<file path="config.mk">
export PLATFORM = sky130hd
export DESIGN_NAME = hamm_ctrl
export DESIGN_NICKNAME = d
export VERILOG_FILES = /design/src/hamm_pkg.sv /design/src/hamm_ctrl.sv
export SDC_FILE = /design/constraint.sdc
export NUM_CORES = 1
export LEC_CHECK = 0
export BUFFER_PORTS_ARGS = -buffer_cell sky130_fd_sc_hd__buf_4
export CAP_MARGIN = 25
export CORE_MARGIN = 8
export CORE_UTILIZATION = 45
export DETAILED_ROUTE_END_ITERATION = 16
export GPL_ROUTABILITY_DRIVEN = 0
export PLACE_DENSITY = 0.76
export SLEW_MARGIN = 20
export SYNTH_ARGS = -nofsm -noshare
export SYNTH_HDL_FRONTEND = slang
export SYNTH_SLANG_ARGS = --single-unit
</file>
<file path="constraint.sdc">
create_clock -name clk -period 4.4 [get_ports clk]
set_input_delay 0.44 -clock clk [delete_from_list [all_inputs] [get_ports clk]]
set_output_delay 0.44 -clock clk [all_outputs]
set_load 0.05 [all_outputs]
</file>
<file path="src/hamm_pkg.sv">
// ============================================================================
// hamm_pkg
// Shared types and constants for the heightmap window min/max block.
// ============================================================================
`default_nettype none

package hamm_pkg;

    // Side register limits and reset value.
    localparam logic [3:0] SIDE_LOG2_MIN   = 4'd8;
    localparam logic [3:0] SIDE_LOG2_RESET = 4'd8;
    localparam int         MAX_SIDE_LOG2_DEFAULT = 8;

    // Fixed field widths.
    localparam int COORD_W  = 12;
    localparam int EXTENT_W = 13;
    localparam int HEIGHT_W = 16;
    // Width for origin plus extent compares against the side.
    localparam int SUM_W    = 14;

    // Action codes.
    localparam logic ACT_LOAD  = 1'b0;
    localparam logic ACT_QUERY = 1'b1;

    typedef logic [HEIGHT_W-1:0] height_t;

    // Values reported for a rectangle that is not walked.
    localparam height_t HEIGHT_MIN_INIT = 16'hFFFF;
    localparam height_t HEIGHT_MAX_INIT = 16'h0000;

    // One result item.
    typedef struct packed {
        height_t min_height;
        height_t max_height;
        logic    empty_area;
        logic    out_of_range;
    } result_t;

endpackage

`default_nettype wire

</file>
<file path="src/hamm_ctrl.sv">
// ============================================================================
// hamm_ctrl
// Item sequencer: handles loads, walks query rectangles through the store
// one sample per cycle, and holds the result register.
// ============================================================================
`default_nettype none

module hamm_ctrl #(
    parameter int MAX_SIDE_LOG2 = hamm_pkg::MAX_SIDE_LOG2_DEFAULT
) (
    input  wire logic                                  clk,
    input  wire logic                                  rst_n,
    input  wire logic [3:0]                            side_log2,
    input  wire logic                                  in_valid,
    output logic                                       in_stall,
    input  wire logic                                  action,
    input  wire logic [hamm_pkg::COORD_W-1:0]          col,
    input  wire logic [hamm_pkg::COORD_W-1:0]          row,
    input  wire logic [hamm_pkg::EXTENT_W-1:0]         area_width,
    input  wire logic [hamm_pkg::EXTENT_W-1:0]         area_height,
    input  wire hamm_pkg::height_t                     sample,
    output logic                                       out_valid,
    input  wire logic                                  out_stall,
    output hamm_pkg::result_t                          result,
    output logic                                       wr_en,
    output logic [2*MAX_SIDE_LOG2-1:0]                 wr_addr,
    output hamm_pkg::height_t                          wr_data,
    output logic                                       rd_en,
    output logic [2*MAX_SIDE_LOG2-1:0]                 rd_addr,
    input  wire hamm_pkg::height_t                     rd_data
);
    import hamm_pkg::*;

    localparam int XW     = MAX_SIDE_LOG2;
    localparam int ADDR_W = 2 * MAX_SIDE_LOG2;

    typedef enum logic [1:0] {
        ST_IDLE,
        ST_WALK,
        ST_DRAIN,
        ST_DONE
    } state_t;

    state_t          state_reg,    state_next;
    logic [XW-1:0]   x_reg,        x_next;
    logic [XW-1:0]   z_reg,        z_next;
    logic [XW-1:0]   x_first_reg,  x_first_next;
    logic [XW-1:0]   x_last_reg,   x_last_next;
    logic [XW-1:0]   z_last_reg,   z_last_next;
    height_t         acc_min_reg,  acc_min_next;
    height_t         acc_max_reg,  acc_max_next;
    logic            rd_valid_reg, rd_valid_next;
    logic            out_valid_reg, out_valid_next;
    result_t         result_reg,   result_next;

    logic            in_fire;
    logic            out_free;
    logic [SUM_W-1:0] side;
    logic [SUM_W-1:0] col_sum;
    logic [SUM_W-1:0] row_sum;
    logic            load_oor;
    logic            q_empty;
    logic            q_oor;
    logic [SUM_W-1:0] x_end;
    logic [SUM_W-1:0] z_end;

    // Handshake.
    assign in_stall = (state_reg != ST_IDLE) || (out_valid_reg && out_stall);
    assign in_fire  = in_valid && !in_stall;
    assign out_free = !out_valid_reg || !out_stall;

    // Range checks against the active side.
    assign side     = SUM_W'(1) << side_log2;
    assign col_sum  = SUM_W'(col) + SUM_W'(area_width);
    assign row_sum  = SUM_W'(row) + SUM_W'(area_height);
    assign load_oor = (SUM_W'(col) >= side) || (SUM_W'(row) >= side);
    assign q_empty  = (area_width == '0) || (area_height == '0);
    assign q_oor    = (col_sum > side) || (row_sum > side);
    assign x_end    = col_sum - SUM_W'(1);
    assign z_end    = row_sum - SUM_W'(1);

    // Store addressing: entry x + (z << side_log2).
    assign wr_addr = ADDR_W'(col[XW-1:0]) + (ADDR_W'(row[XW-1:0]) << side_log2);
    assign wr_data = sample;
    assign rd_addr = ADDR_W'(x_reg) + (ADDR_W'(z_reg) << side_log2);

    // Next-state logic.
    always_comb
    begin
        state_next     = state_reg;
        x_next         = x_reg;
        z_next         = z_reg;
        x_first_next   = x_first_reg;
        x_last_next    = x_last_reg;
        z_last_next    = z_last_reg;
        acc_min_next   = acc_min_reg;
        acc_max_next   = acc_max_reg;
        rd_valid_next  = 1'b0;
        out_valid_next = out_valid_reg;
        result_next    = result_reg;
        wr_en          = 1'b0;
        rd_en          = 1'b0;

        // The result register empties when its item is taken.
        if (out_valid_reg && !out_stall)
        begin
            out_valid_next = 1'b0;
        end

        // Fold the sample read in the previous cycle.
        if (rd_valid_reg)
        begin
            if (rd_data < acc_min_reg)
            begin
                acc_min_next = rd_data;
            end
            if (rd_data > acc_max_reg)
            begin
                acc_max_next = rd_data;
            end
        end

        case (state_reg)
            ST_IDLE:
            begin
                if (in_fire)
                begin
                    if (action == ACT_LOAD)
                    begin
                        wr_en          = !load_oor;
                        result_next    = '{min_height: '0, max_height: '0,
                                           empty_area: 1'b0, out_of_range: load_oor};
                        out_valid_next = 1'b1;
                    end
                    else if (q_empty || q_oor)
                    begin
                        result_next    = '{min_height: HEIGHT_MIN_INIT,
                                           max_height: HEIGHT_MAX_INIT,
                                           empty_area: q_empty, out_of_range: q_oor};
                        out_valid_next = 1'b1;
                    end
                    else
                    begin
                        x_next       = col[XW-1:0];
                        z_next       = row[XW-1:0];
                        x_first_next = col[XW-1:0];
                        x_last_next  = x_end[XW-1:0];
                        z_last_next  = z_end[XW-1:0];
                        acc_min_next = HEIGHT_MIN_INIT;
                        acc_max_next = HEIGHT_MAX_INIT;
                        state_next   = ST_WALK;
                    end
                end
            end

            ST_WALK:
            begin
                // Issue one read per cycle, row by row.
                rd_en         = 1'b1;
                rd_valid_next = 1'b1;
                if (x_reg == x_last_reg)
                begin
                    x_next = x_first_reg;
                    if (z_reg == z_last_reg)
                    begin
                        state_next = ST_DRAIN;
                    end
                    else
                    begin
                        z_next = z_reg + XW'(1);
                    end
                end
                else
                begin
                    x_next = x_reg + XW'(1);
                end
            end

            ST_DRAIN:
            begin
                // The last sample is folded on this edge.
                state_next = ST_DONE;
            end

            ST_DONE:
            begin
                if (out_free)
                begin
                    result_next    = '{min_height: acc_min_reg, max_height: acc_max_reg,
                                       empty_area: 1'b0, out_of_range: 1'b0};
                    out_valid_next = 1'b1;
                    state_next     = ST_IDLE;
                end
            end

            default:
            begin
                state_next = ST_IDLE;
            end
        endcase
    end

    // State and registered outputs.
    always_ff @(posedge clk or negedge rst_n)
    begin
        if (!rst_n)
        begin
            state_reg     <= ST_IDLE;
            x_reg         <= '0;
            z_reg         <= '0;
            x_first_reg   <= '0;
            x_last_reg    <= '0;
            z_last_reg    <= '0;
            acc_min_reg   <= HEIGHT_MIN_INIT;
            acc_max_reg   <= HEIGHT_MAX_INIT;
            rd_valid_reg  <= 1'b0;
            out_valid_reg <= 1'b0;
            result_reg    <= '0;
        end
        else
        begin
            state_reg     <= state_next;
            x_reg         <= x_next;
            z_reg         <= z_next;
            x_first_reg   <= x_first_next;
            x_last_reg    <= x_last_next;
            z_last_reg    <= z_last_next;
            acc_min_reg   <= acc_min_next;
            acc_max_reg   <= acc_max_next;
            rd_valid_reg  <= rd_valid_next;
            out_valid_reg <= out_valid_next;
            result_reg    <= result_next;
        end
    end

    assign out_valid = out_valid_reg;
    assign result    = result_reg;

endmodule

`default_nettype wire

</file>
==> impl_metrics.env <==
export IMPL_slowest_delay_ps=570
export IMPL_clock_latency_ps=360
export IMPL_critical_path_class="primary input to register"
export IMPL_grt_pass1_vias=9968
export IMPL_syn_avg_cell_area_um2=8.44
export IMPL_grt_max_degree=68
export IMPL_vdd_ir_drop_max_mv=0.310
export IMPL_seq_power_share_pct=30.8
export IMPL_switchingPower_mw=2.13
export IMPL_synth_seq_cells=110
export IMPL_drive_above_1_share_pct=22.3
export IMPL_p_int_mw=2.89
export IMPL_worst_path_max_delay_cell="or4_4"
export IMPL_final_util_pct=54.8
export IMPL_sw_frac_of_total_pct=42.5
export IMPL_syn_inst=1259
export IMPL_async_reset_ff_share_pct=100
export IMPL_drt_first_pass_iters=7
export IMPL_required_ps=4640
export IMPL_register_area_mm2=0.00277
export IMPL_r2r_cells=7
export IMPL_period_needed_ps=4310
export IMPL_root_buffer="clkbuf_16"
export IMPL_slew_headroom_pct=40.7
export IMPL_cts_tree="yes"
export IMPL_clkSinkCount=110
export IMPL_finalClockSkew_ps=10.4
export IMPL_synth_distinct_cells=77
export IMPL_p_total_mw=5.02
export IMPL_power_share_clock_pct=18.5
export IMPL_grt_overflow_total=0
export IMPL_period_share_pct=98.0
export IMPL_synth_area_mm2=0.0106
export IMPL_fmax_mhz=232
export IMPL_dp_cells=1716
export IMPL_antenna_found_initial=0
export IMPL_clk_pin_slew_ps=70
export IMPL_finalHoldViolCount=0
export IMPL_worst_slew_pin_transition_ps=886
export IMPL_synth_enable_flop_cells=0
export IMPL_worst_ep_arrival_time_ps=4560
export IMPL_critical_path_max_fanout=5
export IMPL_slew_violations=0
export IMPL_fill_cells=2051
export IMPL_cp_start_kind="primary input"
export IMPL_ios=177
export IMPL_ant_nets=0
export IMPL_vias_per_cell=5.78
export IMPL_finalSetupViolCount=0
export IMPL_end_kind="register"
export IMPL_instances_no_fill=1741
export IMPL_initial_utilization_pct=45.5
export IMPL_yosysWarnings=0
export IMPL_wl_per_cell_um=18.1
export IMPL_vias=10057
export IMPL_grt_first_pass_wirelength_mm=51.9
export IMPL_largest_reg_flops=34
export IMPL_final_area_mm2=0.0128
export IMPL_drtIter0Drc=890
export IMPL_multi_input_area_mm2=0.00726
export IMPL_drv_cap=0
export IMPL_grt_use_total_pct=22.0
export IMPL_final_setup_tns_ps=0
export IMPL_rows=56
export IMPL_io_buffers=144
export IMPL_seq_area_frac_synth_pct=26.1
export IMPL_die_h_um=170
export IMPL_combPwrFrac_pct=50.8
export IMPL_status="finished, final reports clean"
export IMPL_clk_path_buf_depth=2
export IMPL_core_mm2=0.0233
export IMPL_drc_errors=0
export IMPL_postPlaceCellArea_mm2=0.0123
export IMPL_htreeDepth=3
export IMPL_syn_to_final_growth_pct=20.4
export IMPL_worstPathCellList="buf_4 -> ha_1 -> a211o_1 -> o211ai_1 -> a21oi_2 -> o22a_1 -> a22o_1 -> buf_4 -> nor2_2 -> xnor2_1 -> ha_1 -> and4_1 -> nand3_1 -> a31oi_1 -> or4_4 -> buf_12 -> a2111oi_4 -> buf_4 -> o21ai_0 -> a22o_1"
export IMPL_min_path_type="primary input to async pin"
export IMPL_numCtsBuffers=9
export IMPL_synthFlopType="dfrtp_1"
export IMPL_die_w_um=170
export IMPL_crit_path_frequent_cell="buf_4"
export IMPL_die_area_mm2=0.0288
export IMPL_p_leak_nw=6.10
export IMPL_synth_fp_nets=1485
export IMPL_rsz0062_at_grt="true"
export IMPL_wl_mm=31.6
export IMPL_power_density_mw_per_mm2=392
export IMPL_nNetsFinal=1642
export IMPL_hpwl_mm=24.8
[worst paths after layout]
path                           startpoint             end  slack (ps)
max                                col[1]        x_reg[7]          90
min                                 rst_n      result[13]         200
max reg2reg                      x_reg[1]    state_reg[1]        1710
min reg2reg                x_first_reg[5]  x_first_reg[5]         480
max in group asynchronous           rst_n  x_first_reg[5]        3100
min in group clk               rd_data[2]  acc_min_reg[2]         350
[timing repair]
item / CTS / global route
setup buffers: 0 / 8
pin swaps: 1 / 16
hold endpoints to repair: 0 / 0
hold buffers: 0 / 0
resized for setup: 3 / 18
endpoints found under the setup margin: 2 / 107
[stage by stage]
step	setup slack (ps)	hold WS, ps
after floorplan	9.97	144
after global placement	-264	462
after detailed placement	-396	465
after CTS	47.9	219
after global routing	-18.6	261
final	87.9	198
[critical path: cells and delay by family]
family	cells	cell delay, ps
buffers and inverters	4	660
adder cells (fa/ha/maj)	2	580
AND/OR/NAND/NOR	4	950
AO/OA/AOI/OAI	9	1770
XOR/XNOR	1	140
[synthesized netlist by cell type, drive strengths merged (4+ instances only)]
| cell type | n | share of area [%] |
|---|---|---|
| dfstp | 16 | 4.0 |
| nor2 | 86 | 3.0 |
| a2bb2oi | 4 | 0.39 |
| o21ai | 76 | 3.6 |
| nor3 | 33 | 1.6 |
| a211o | 5 | 0.41 |
| and4 | 6 | 0.49 |
| a22oi | 5 | 0.35 |
| xor2 | 24 | 2.0 |
| buf | 37 | 2.4 |
| o21a | 12 | 0.85 |
| a31oi | 8 | 0.47 |
| o221ai | 4 | 0.33 |
| a21boi | 7 | 0.49 |
| a21o | 15 | 1.1 |
| nand4 | 13 | 0.77 |
| a221oi | 5 | 0.41 |
| inv | 96 | 3.4 |
| mux2 | 26 | 3.2 |
| mux2i | 49 | 4.6 |
| dfrtp | 94 | 22 |
| a2111oi | 5 | 0.65 |
| nor2b | 19 | 1.1 |
| or3 | 6 | 0.35 |
| nor3b | 5 | 0.35 |
| clkbuf | 29 | 1.0 |
| nand2 | 138 | 4.9 |
| nand3 | 59 | 2.8 |
| nand2b | 16 | 0.94 |
| and2 | 14 | 0.82 |
| a22o | 5 | 0.41 |
| xnor2 | 43 | 3.5 |
| a21oi | 64 | 3.1 |
| and3 | 4 | 0.24 |
| fa | 4 | 0.75 |
| o31a | 6 | 0.49 |
| o211ai | 10 | 0.75 |
| nor4 | 11 | 0.65 |
| a211oi | 17 | 1.3 |
| or2 | 10 | 0.59 |
| o31ai | 9 | 0.68 |
| ha | 131 | 15 |
[power groups by stage]
| stage | sequential, mW | clock (mW) | combinational, mW |
|---|---|---|---|
| after detailed placement | 1.55 | 0 | 2.48 |
| after CTS | 1.54 | 0.930 | 2.51 |
| final | 1.54 | 0.928 | 2.55 |
| after global placement | 1.55 | 0 | 2.40 |
| after floorplan | 1.43 | 0 | 1.89 |
| after global routing | 1.57 | 0.973 | 2.83 |
[metal layers]
metal / GRT usage [%] / wire, µm / up-vias
met2: 35.3 / 14500 / 371
met4: 8.46 / 977 / 0
met1: 28.7 / 13900 / 4804
li1: - / - / 4804
met5: 0 / 0 / -
met3: 4.49 / 2260 / 78
[area by class of cell]
class                   count  share of cell area (%)
inverters                  96                    2.82
repair buffers            212                    13.0
clock buffers              11                    1.98
multi-input cells         987                    56.7
well taps                 319                    3.12
clock inverters             5                   0.675
diodes                      1                  0.0196
flip-flops and latches    110                    21.7
[cell families (layout without fill, tap and decap cells)]
logic type / count (synthesis) / count (layout) / synth area share (%)
and+or+nand+nor: 425 / 425 / 19.0
buffers and inverters: 162 / 324 / 6.79
DFF: 110 / 110 / 26.1
muxes: 78 / 78 / 8.50
other: 0 / 1 / 0
xor gates and xnor gates: 67 / 67 / 5.52
AOI/OAI and AO/OA: 282 / 282 / 17.9
adders and majority gates: 135 / 135 / 16.2
[placed cells by master (no fill, tap or decap), types with 39 or more instances in the layout]
master and count:
a21oi_1 61, buf_4 205, dfrtp_1 94, ha_1 130, inv_1 95, mux2i_1 49
nand2_1 137, nand3_1 59, nor2_1 85, o21ai_0 57, xnor2_1 39
Note: power is estimated with default switching activity, not from simulation.
